$ cat config.mk
export PLATFORM = sky130hd
export DESIGN_NAME = bounded_byte_stream_fifo
export DESIGN_NICKNAME = d
export VERILOG_FILES = /design/src/design/bbf_pkg.sv /design/src/design/bounded_byte_stream_fifo.sv /design/src/design/bbf_store.sv /design/src/design/bbf_ctrl.sv
export SDC_FILE = /design/constraint.sdc
export NUM_CORES = 1
export LEC_CHECK = 0
export BUFFER_PORTS_ARGS = -buffer_cell sky130_fd_sc_hd__buf_2
export CAP_MARGIN = 20
export CORE_MARGIN = 2
export CORE_UTILIZATION = 44
export CTS_CLUSTER_DIAMETER = 100
export DETAILED_ROUTE_END_ITERATION = 10
export PLACE_DENSITY_LB_ADDON = 0.1
export REMOVE_ABC_BUFFERS = 1
export SLEW_MARGIN = 20
export SYNTH_ARGS = -nofsm -noshare
export SYNTH_HDL_FRONTEND = slang
export SYNTH_HIERARCHICAL = 1
export SYNTH_SLANG_ARGS = --single-unit
$ cat constraint.sdc
create_clock -name clk -period 5.2 [get_ports clk]
set_input_delay 1.04 -clock clk [delete_from_list [all_inputs] [get_ports clk]]
set_output_delay 1.04 -clock clk [all_outputs]
set_load 0.02 [all_outputs]
$ cat src/design/bbf_pkg.sv
// Shared types, constants and helpers for the bounded byte stream FIFO.
// Used by bbf_store, bbf_ctrl and the top level; depends on nothing else.
package bbf_pkg;

  // Buffer geometry and run limit
  localparam int BUFFER_DEPTH = 64;
  localparam int MAX_RUN      = 64;
  localparam int ADDR_W       = $clog2(BUFFER_DEPTH);

  // Fixed field widths
  localparam int CMD_W   = 3;
  localparam int BYTE_W  = 8;
  localparam int LEVEL_W = 7;
  localparam int TOTAL_W = 32;

  // Stream payload widths (whole bytes)
  localparam int IN_TDATA_W  = 24;
  localparam int OUT_TDATA_W = 96;

  // Configuration port
  localparam int PADDR_W = 3;
  localparam int PDATA_W = 32;
  localparam logic CFG_CAPACITY = 1'b0;
  localparam logic [LEVEL_W-1:0] CAPACITY_RESET = LEVEL_W'(64);

  // Command codes
  localparam logic [CMD_W-1:0] CMD_WRITE = 3'd0;
  localparam logic [CMD_W-1:0] CMD_END   = 3'd1;
  localparam logic [CMD_W-1:0] CMD_PEEK  = 3'd2;
  localparam logic [CMD_W-1:0] CMD_POP   = 3'd3;
  localparam logic [CMD_W-1:0] CMD_READ  = 3'd4;

  // Request to the byte store
  typedef struct packed {
    logic              wr_en;
    logic [ADDR_W-1:0] wr_addr;
    logic [BYTE_W-1:0] wr_data;
    logic              rd_en;
    logic [ADDR_W-1:0] rd_addr;
  } mem_req_t;

  // Advance a ring pointer by amt entries, amt never above the depth
  function automatic logic [ADDR_W-1:0] ptr_add(input logic [ADDR_W-1:0] ptr,
                                                input logic [LEVEL_W-1:0] amt);
    logic [ADDR_W+LEVEL_W-1:0] sum;
    sum = (ADDR_W+LEVEL_W)'(ptr) + (ADDR_W+LEVEL_W)'(amt);
    if (sum >= (ADDR_W+LEVEL_W)'(BUFFER_DEPTH)) begin
      sum = sum - (ADDR_W+LEVEL_W)'(BUFFER_DEPTH);
    end
    return sum[ADDR_W-1:0];
  endfunction

endpackage

$ cat src/design/bounded_byte_stream_fifo.sv
// Top level of the bounded byte stream FIFO: stream ports, APB register and
// the instances of bbf_ctrl and bbf_store. Depends on bbf_pkg.
//
// Use: one command per input transaction on s_t*. s_tdata carries command,
// data_byte and length. Write, end-input, pop, unknown commands and
// peek/read that give no bytes (zero length, empty, error set or over-long
// read) return one status-only result on m_t*. A peek or read of n bytes
// returns n results with m_tuser high, m_tlast on the last one.
// Every result also carries the flags, level, free space and the two
// totals as they stand after the command.
// Timing: a status result appears the cycle after acceptance. A run's
// first byte passes the run state, the store's read register and the
// result register, then one byte per cycle follows, paced by the
// registered read port of the byte store.
// A command is accepted only when no run is in progress and the result
// register is empty or being taken; so single-result commands sustain one
// per cycle. A stalled m_tready holds the result register and pauses the run.
// Reset (rst, synchronous) empties the FIFO, clears flags and totals and
// sets capacity_limit to 64; byte storage is not cleared and needs no pass.
// APB: capacity_limit at byte address 0, pready always high.
module bounded_byte_stream_fifo (
  input  logic                            clk,
  input  logic                            rst,
  // APB configuration
  input  logic                            psel,
  input  logic                            penable,
  input  logic                            pwrite,
  input  logic [bbf_pkg::PADDR_W-1:0]     paddr,
  input  logic [bbf_pkg::PDATA_W-1:0]     pwdata,
  output logic [bbf_pkg::PDATA_W-1:0]     prdata,
  output logic                            pready,
  // Command stream
  input  logic                            s_tvalid,
  output logic                            s_tready,
  // [2:0] command, [10:3] data_byte, [17:11] length, [23:18] zero
  input  logic [bbf_pkg::IN_TDATA_W-1:0]  s_tdata,
  // Result stream
  output logic                            m_tvalid,
  input  logic                            m_tready,
  // [7:0] out_byte, [8] write_accepted, [9] error_flag, [10] ended_flag,
  // [11] eof_flag, [18:12] fill_level, [25:19] free_space,
  // [57:26] total_written, [89:58] total_read, [95:90] zero
  output logic [bbf_pkg::OUT_TDATA_W-1:0] m_tdata,
  output logic                            m_tlast,
  // [0] byte_valid
  output logic                            m_tuser
);
  import bbf_pkg::*;

  logic [LEVEL_W-1:0] capacity_limit;
  logic               cfg_write;
  mem_req_t           mem_req;
  logic [BYTE_W-1:0]  mem_rd_data;

  logic [BYTE_W-1:0]  out_byte;
  logic               write_accepted;
  logic               error_flag;
  logic               ended_flag;
  logic               eof_flag;
  logic [LEVEL_W-1:0] fill_level;
  logic [LEVEL_W-1:0] free_space;
  logic [TOTAL_W-1:0] total_written;
  logic [TOTAL_W-1:0] total_read;

  // Register the capacity limit
  assign pready    = 1'b1;
  assign cfg_write = psel && penable && pwrite && pready && (paddr[2] == CFG_CAPACITY);

  always_ff @(posedge clk) begin
    if (rst) begin
      capacity_limit <= CAPACITY_RESET;
    end else if (cfg_write) begin
      capacity_limit <= pwdata[LEVEL_W-1:0];
    end
  end

  // Return the register on reads
  always_comb begin
    prdata = '0;
    if (paddr[2] == CFG_CAPACITY) begin
      prdata = PDATA_W'(capacity_limit);
    end
  end

  bbf_ctrl u_ctrl (
    .clk            (clk),
    .rst            (rst),
    .capacity_limit (capacity_limit),
    .in_valid       (s_tvalid),
    .in_ready       (s_tready),
    .command        (s_tdata[2:0]),
    .data_byte      (s_tdata[10:3]),
    .length         (s_tdata[17:11]),
    .mem_req        (mem_req),
    .mem_rd_data    (mem_rd_data),
    .out_valid      (m_tvalid),
    .out_ready      (m_tready),
    .out_byte       (out_byte),
    .byte_valid     (m_tuser),
    .run_last       (m_tlast),
    .write_accepted (write_accepted),
    .error_flag     (error_flag),
    .ended_flag     (ended_flag),
    .eof_flag       (eof_flag),
    .fill_level     (fill_level),
    .free_space     (free_space),
    .total_written  (total_written),
    .total_read     (total_read)
  );

  bbf_store u_store (
    .clk     (clk),
    .req     (mem_req),
    .rd_data (mem_rd_data)
  );

  // Pack the result payload
  assign m_tdata = {6'b0, total_read, total_written, free_space, fill_level,
                    eof_flag, ended_flag, error_flag, write_accepted, out_byte};

endmodule

$ cat src/design/bbf_store.sv
// Byte storage of the FIFO: one write port, one registered read port.
// Depends on bbf_pkg for the request struct and the geometry.
module bbf_store (
  input  logic                      clk,
  input  bbf_pkg::mem_req_t         req,
  output logic [bbf_pkg::BYTE_W-1:0] rd_data
);
  import bbf_pkg::*;

  logic [BYTE_W-1:0] mem [BUFFER_DEPTH];

  // Store written bytes
  always_ff @(posedge clk) begin
    if (req.wr_en) begin
      mem[req.wr_addr] <= req.wr_data;
    end
  end

  // Registered read; hold the data while no read is issued
  always_ff @(posedge clk) begin
    if (req.rd_en) begin
      rd_data <= mem[req.rd_addr];
    end
  end

endmodule

$ cat src/design/bbf_ctrl.sv
// Command sequencer of the FIFO: pointers, level, flags, totals, the byte
// run walker and the result register. Depends on bbf_pkg.
module bbf_ctrl (
  input  logic                        clk,
  input  logic                        rst,
  input  logic [bbf_pkg::LEVEL_W-1:0] capacity_limit,
  input  logic                        in_valid,
  output logic                        in_ready,
  input  logic [bbf_pkg::CMD_W-1:0]   command,
  input  logic [bbf_pkg::BYTE_W-1:0]  data_byte,
  input  logic [bbf_pkg::LEVEL_W-1:0] length,
  output bbf_pkg::mem_req_t           mem_req,
  input  logic [bbf_pkg::BYTE_W-1:0]  mem_rd_data,
  output logic                        out_valid,
  input  logic                        out_ready,
  output logic [bbf_pkg::BYTE_W-1:0]  out_byte,
  output logic                        byte_valid,
  output logic                        run_last,
  output logic                        write_accepted,
  output logic                        error_flag,
  output logic                        ended_flag,
  output logic                        eof_flag,
  output logic [bbf_pkg::LEVEL_W-1:0] fill_level,
  output logic [bbf_pkg::LEVEL_W-1:0] free_space,
  output logic [bbf_pkg::TOTAL_W-1:0] total_written,
  output logic [bbf_pkg::TOTAL_W-1:0] total_read
);
  import bbf_pkg::*;

  localparam logic ST_IDLE = 1'b0;
  localparam logic ST_RUN  = 1'b1;

  logic               state;
  logic [ADDR_W-1:0]  head_pointer;
  logic [ADDR_W-1:0]  tail_pointer;
  logic [LEVEL_W-1:0] held_count;
  logic               input_done;
  logic               error_mark;
  logic [TOTAL_W-1:0] written_total;
  logic [TOTAL_W-1:0] read_total;

  // Run walker
  logic [ADDR_W-1:0]  walk_ptr;
  logic [LEVEL_W-1:0] issue_left;
  logic [LEVEL_W-1:0] deliver_left;
  logic               rd_pending;

  logic [LEVEL_W-1:0] eff_cap;
  logic [LEVEL_W-1:0] len_clamped;
  logic [LEVEL_W-1:0] run_len;
  logic               accept;
  logic               out_free;
  logic               load;
  logic               issue;
  logic               write_ok;
  logic               read_fault;
  logic               start_run;

  // Derive capacity, clamped length and run length
  always_comb begin
    eff_cap     = (capacity_limit > LEVEL_W'(BUFFER_DEPTH)) ? LEVEL_W'(BUFFER_DEPTH)
                                                            : capacity_limit;
    len_clamped = (length > LEVEL_W'(MAX_RUN)) ? LEVEL_W'(MAX_RUN) : length;
    run_len     = (len_clamped < held_count) ? len_clamped : held_count;
    write_ok    = !input_done && !error_mark && (held_count < eff_cap);
    read_fault  = (command == CMD_READ) && (len_clamped > held_count);
    start_run   = ((command == CMD_PEEK) || (command == CMD_READ)) && !read_fault &&
                  !error_mark && (run_len != '0);
  end

  // Handshake and walker control
  assign out_free = !out_valid || out_ready;
  assign in_ready = (state == ST_IDLE) && out_free;
  assign accept   = in_valid && in_ready;
  assign load     = (state == ST_RUN) && rd_pending && out_free;
  assign issue    = (state == ST_RUN) && (issue_left != '0) && (!rd_pending || load);

  // Drive the store
  always_comb begin
    mem_req.wr_en   = accept && (command == CMD_WRITE) && write_ok;
    mem_req.wr_addr = tail_pointer;
    mem_req.wr_data = data_byte;
    mem_req.rd_en   = issue;
    mem_req.rd_addr = walk_ptr;
  end

  // Status straight from the state registers, which hold through a run
  always_comb begin
    error_flag    = error_mark;
    ended_flag    = input_done;
    eof_flag      = input_done && (held_count == '0);
    fill_level    = held_count;
    free_space    = (eff_cap > held_count) ? eff_cap - held_count : '0;
    total_written = written_total;
    total_read    = read_total;
  end

  // Command execution and run sequencing
  always_ff @(posedge clk) begin
    if (rst) begin
      state          <= ST_IDLE;
      head_pointer   <= '0;
      tail_pointer   <= '0;
      held_count     <= '0;
      input_done     <= 1'b0;
      error_mark     <= 1'b0;
      written_total  <= '0;
      read_total     <= '0;
      issue_left     <= '0;
      deliver_left   <= '0;
      rd_pending     <= 1'b0;
      out_valid      <= 1'b0;
    end else begin
      // Fill the result register on a status result or a fetched byte,
      // release it once taken
      if (accept) begin
        out_valid <= !start_run;
      end else if (load) begin
        out_valid <= 1'b1;
      end else if (out_ready) begin
        out_valid <= 1'b0;
      end

      if (accept) begin
        // Default: one status-only result
        out_byte       <= '0;
        byte_valid     <= 1'b0;
        run_last       <= 1'b1;
        write_accepted <= (command == CMD_WRITE) && write_ok;
        unique case (command) inside
          CMD_WRITE: begin
            if (write_ok) begin
              tail_pointer   <= ptr_add(tail_pointer, LEVEL_W'(1));
              held_count     <= held_count + LEVEL_W'(1);
              written_total  <= written_total + TOTAL_W'(1);
            end
          end
          CMD_END: begin
            input_done <= 1'b1;
          end
          CMD_PEEK, CMD_READ: begin
            if (read_fault) begin
              error_mark <= 1'b1;
            end else if (start_run) begin
              // Start a run of byte results from the head
              state        <= ST_RUN;
              walk_ptr     <= head_pointer;
              issue_left   <= run_len;
              deliver_left <= run_len;
              if (command == CMD_READ) begin
                head_pointer <= ptr_add(head_pointer, run_len);
                held_count   <= held_count - run_len;
                read_total   <= read_total + TOTAL_W'(run_len);
              end
            end
          end
          CMD_POP: begin
            if (!error_mark && (length != '0)) begin
              if (length > held_count) begin
                error_mark <= 1'b1;
              end else begin
                head_pointer <= ptr_add(head_pointer, length);
                held_count   <= held_count - length;
                read_total   <= read_total + TOTAL_W'(length);
              end
            end
          end
          default: begin
          end
        endcase
      end

      // Issue the next store read
      if (issue) begin
        walk_ptr   <= ptr_add(walk_ptr, LEVEL_W'(1));
        issue_left <= issue_left - LEVEL_W'(1);
      end
      if (issue) begin
        rd_pending <= 1'b1;
      end else if (load) begin
        rd_pending <= 1'b0;
      end

      // Move a fetched byte into the result register
      if (load) begin
        out_byte       <= mem_rd_data;
        byte_valid     <= 1'b1;
        run_last       <= (deliver_left == LEVEL_W'(1));
        write_accepted <= 1'b0;
        deliver_left   <= deliver_left - LEVEL_W'(1);
        if (deliver_left == LEVEL_W'(1)) begin
          state <= ST_IDLE;
        end
      end
    end
  end

endmodule
==> flow_summary.toml <==
[outcome]
status = "finished clean"

[clock_tree]
cts_tree = "yes"
cts_made_buffers = 70
cts_buffer_depth = 3
cts_hold_buf = 0
cts_resized = 0
cts.sinks = 646
htree_levels = 3
clk_latency_ps = 600
clk_pin_slew_worst_paths_ps = 60
clockRootBuffer = "clkbuf_16"
postCtsSetupBuffers = 0

[setup_path]
cp_max_fo = 11
regToRegStartpoint = "u_ctrl/fill_level[6]$_SDFFE_PP0P_"
end_kind = "register"
worstSetupPathType = "input pin to register"
cp.arrival_ps = 5420
required_ps = 5720
cp-start-kind = "input pin"
startpoint = "s_tdata[17]"

[pwr]
power_density_nw_per_um2 = 338.3
p_leak_uw = 0.01122
ir_drop_v = 0.0002648

[global_routing]
grt_overflow_total = 0
grt_use_total_pct = 20.52
antenna_found_initial = 0
grt_start_max_net_pins = 87
grt_pass1_wl_microns = 103100
grt_pass1_vias = 16720

[finish]
drive_above_1_share_pct = 24.11
num-nets-final = 2260
final_common_cell = "edfxtp_1"
area_growth_pct = 14.99
most-common-layout-cells = "edfxtp_1 (537), nor2_1 (182), buf_4 (140)"
final_core_util_pct = 51.22
n_antenna_cell = 0
ff_latch_area_sq_um = 18310
multi_input_area_sq_um = 8925
fillers = 5380

[synthesis]
ys_ff_latch = 646
ys_seq_area_share_pct = 65.15
ys.flop_type = "edfxtp_1"
synth_edf_count = 537
syn_avg_cell_area_sq_um = 14.76
async_flop_share_pct = 0
syn_area_sq_um = 28100
synth_cells = 1904
synth_cell_types = 75
yosys_warnings = 6

[place]
finalWeightedCongestion = 0.8656
hpwl_microns = 43970
io_buffers = 133

[sta]
tightest_slew_ps = 876.0
hold_violations = 0
period_share_pct = 94.16
fmax_mhz = 204.2
post-route-min-period_ps = 4896
relSlewSlack_pct = 41.39
setup_viol = 0
maxSlewViolCount = 0
tns_ps = 0
clock_skew_ps = 23.86
rsz0062_at_grt = "false"

[die]
coreArea_sq_um = 63080
initial_utilization_pct = 44.55
std_cell_rows = 92
dieHeight_microns = 256.7
io_pins = 199
dieArea_sq_um = 65900
die_x_microns = 256.7

[routing]
first_pass_iters = 5
drt-wirelength-per-cell_microns = 22.42
routed_wirelength_microns = 68260
drc = 0
via_per_inst = 5.566
final_antenna_net_count = 0
route.vias.total = 16940
drt_iter0_drc = 1262

[worst_hold_path]
hold_path.class = "register to register"
hold_start = "u_ctrl/issue_left[1]$_SDFFE_PP0P_"

[run]
maxCapViolCount = 0
report_power, final:
| part | leakage, uW | switching, uW | internal [uW] | total [uW] |
|---|---|---|---|---|
| clock network | 0.00100 | 1990 | 2560 | 4550 |
| logic | 0.00451 | 460 | 275 | 735 |
| registers | 0.00571 | 23.1 | 5620 | 5640 |
| total | 0.0112 | 2470 | 8460 | 10900 |
sequential cells by signal (all words and copies together), names as in the netlist, 7 cells and up:
name	flops
capacity_limit	7
u_store/rd_data	8
u_ctrl/total_written	32
u_ctrl/out_byte	8
u_ctrl/total_read	32
u_ctrl/issue_left	7
u_ctrl/fill_level	7
u_store/mem	512
u_ctrl/deliver_left	7
routing by layer:
metal / vias up / routed length [microns] / share of wire (%) / GRT usage, %
met2: 483 / 32460 / 48 / 33.07
li1: 7731 / - / - / -
met5: - / 0 / 0 / 0
met1: 8628 / 30450 / 45 / 28.80
met3: 101 / 3537 / 5.2 / 3.203
met4: 0 / 1805 / 2.6 / 6.331
layout make-up:
type | count | area share (%)
sequential | 646 | 56.66
clock inverter | 30 | 0.5266
timing repair buffer | 274 | 5.514
clock buffer | 95 | 5.870
inverter | 46 | 0.5344
tap | 846 | 3.276
multi-input combinational | 1107 | 27.62
stage by stage:
| step | instances | worst slack [ps] | cell area [sq um] | total power (uW) | hold slack [ps] |
|---|---|---|---|---|---|
| 6_report | 3044 | 303.6 | 32310 | 10930 | 481.3 |
| 5_1_grt | 3044 | 1.315 | 32310 | 11300 | 516.2 |
| 4_1_cts | 3044 | 357.8 | 32300 | 11050 | 488.8 |
| 3_5_place_dp | 2919 | -257.2 | 30240 | 6492 | 481.2 |
| 3_3_place_gp | 2919 | -229.4 | 30240 | 6480 | 458.0 |
| 2_1_floorplan | 1799 | -1604 | 27400 | 6180 | 441.8 |
worst paths after layout:
path,endpoint,slack (ps),cells after the start
worst max-delay path,u_ctrl/total_read[23]$_SDFFE_PP0P_,300,24
worst min-delay path,u_ctrl/issue_left[1]$_SDFFE_PP0P_,480,2
worst max register to register,u_ctrl/total_read[23]$_SDFFE_PP0P_,450,23
worst min register to register,u_ctrl/issue_left[1]$_SDFFE_PP0P_,480,2
critical path, cell delays in order:
cell and delay [ps]:
buf_2 140, nor2_1 140, ha_1 250, and2b_1 170, mux2_4 270, and3_4 170
nor2_1 160, buf_4 200, mux2i_1 280, nand2_1 80, a21boi_0 140, buf_4 180
buf_4 130, ha_1 270, a21o_1 120, a21oi_1 70, o21ai_0 260, nand3_1 120
a22oi_1 160, buf_4 190, o211ai_2 150, buf_4 220, or3_1 340, a21oi_1 150
synthesized netlist by cell type (all sizes together), types with 6 or more instances:
master	n	area, sq um
a22oi	9	67.56
o21a	9	67.56
a211oi	12	102.6
ha	44	550.5
a21oi	61	305.3
mux2i	41	410.4
xor2	17	148.9
and2	17	106.4
nor2b	25	161.4
nand2	86	322.8
nand3b	9	67.56
nand3	51	255.2
o221ai	8	70.07
and2b	8	68.82
nand2b	18	112.6
a31oi	20	125.1
nand4	18	112.6
mux4	124	2793
a21o	15	112.6
or2	17	108.9
o21ai	60	300.3
clkbuf	46	172.7
inv	43	161.4
and3	12	80.08
nor2	183	686.9
edfxtp	537	16130
o211ai	9	72.57
and4	6	52.55
a221oi	7	61.31
nor4	13	81.33
mux2	6	75.07
buf	89	638.1
dfxtp	109	2182
nor3	22	110.1
o22ai	23	143.9
xnor2	39	341.6
or3	38	240.2
logic make-up (layout without fill, tap and decap cells):
kind of cell / count (synthesis) / in the layout / synth area share (%)
multiplexers: 171 / 171 / 11.67
other: 2 / 32 / 0.02673
buffers and inverters: 181 / 445 / 3.500
AND/OR/NAND/NOR: 534 / 534 / 9.462
AO/OA/AOI/OAI: 265 / 265 / 6.136
adder cells (fa/ha/maj): 49 / 49 / 2.315
flip-flops: 646 / 646 / 65.15
XOR/XNOR: 56 / 56 / 1.745
Note: power is estimated with default switching activity, not from simulation.
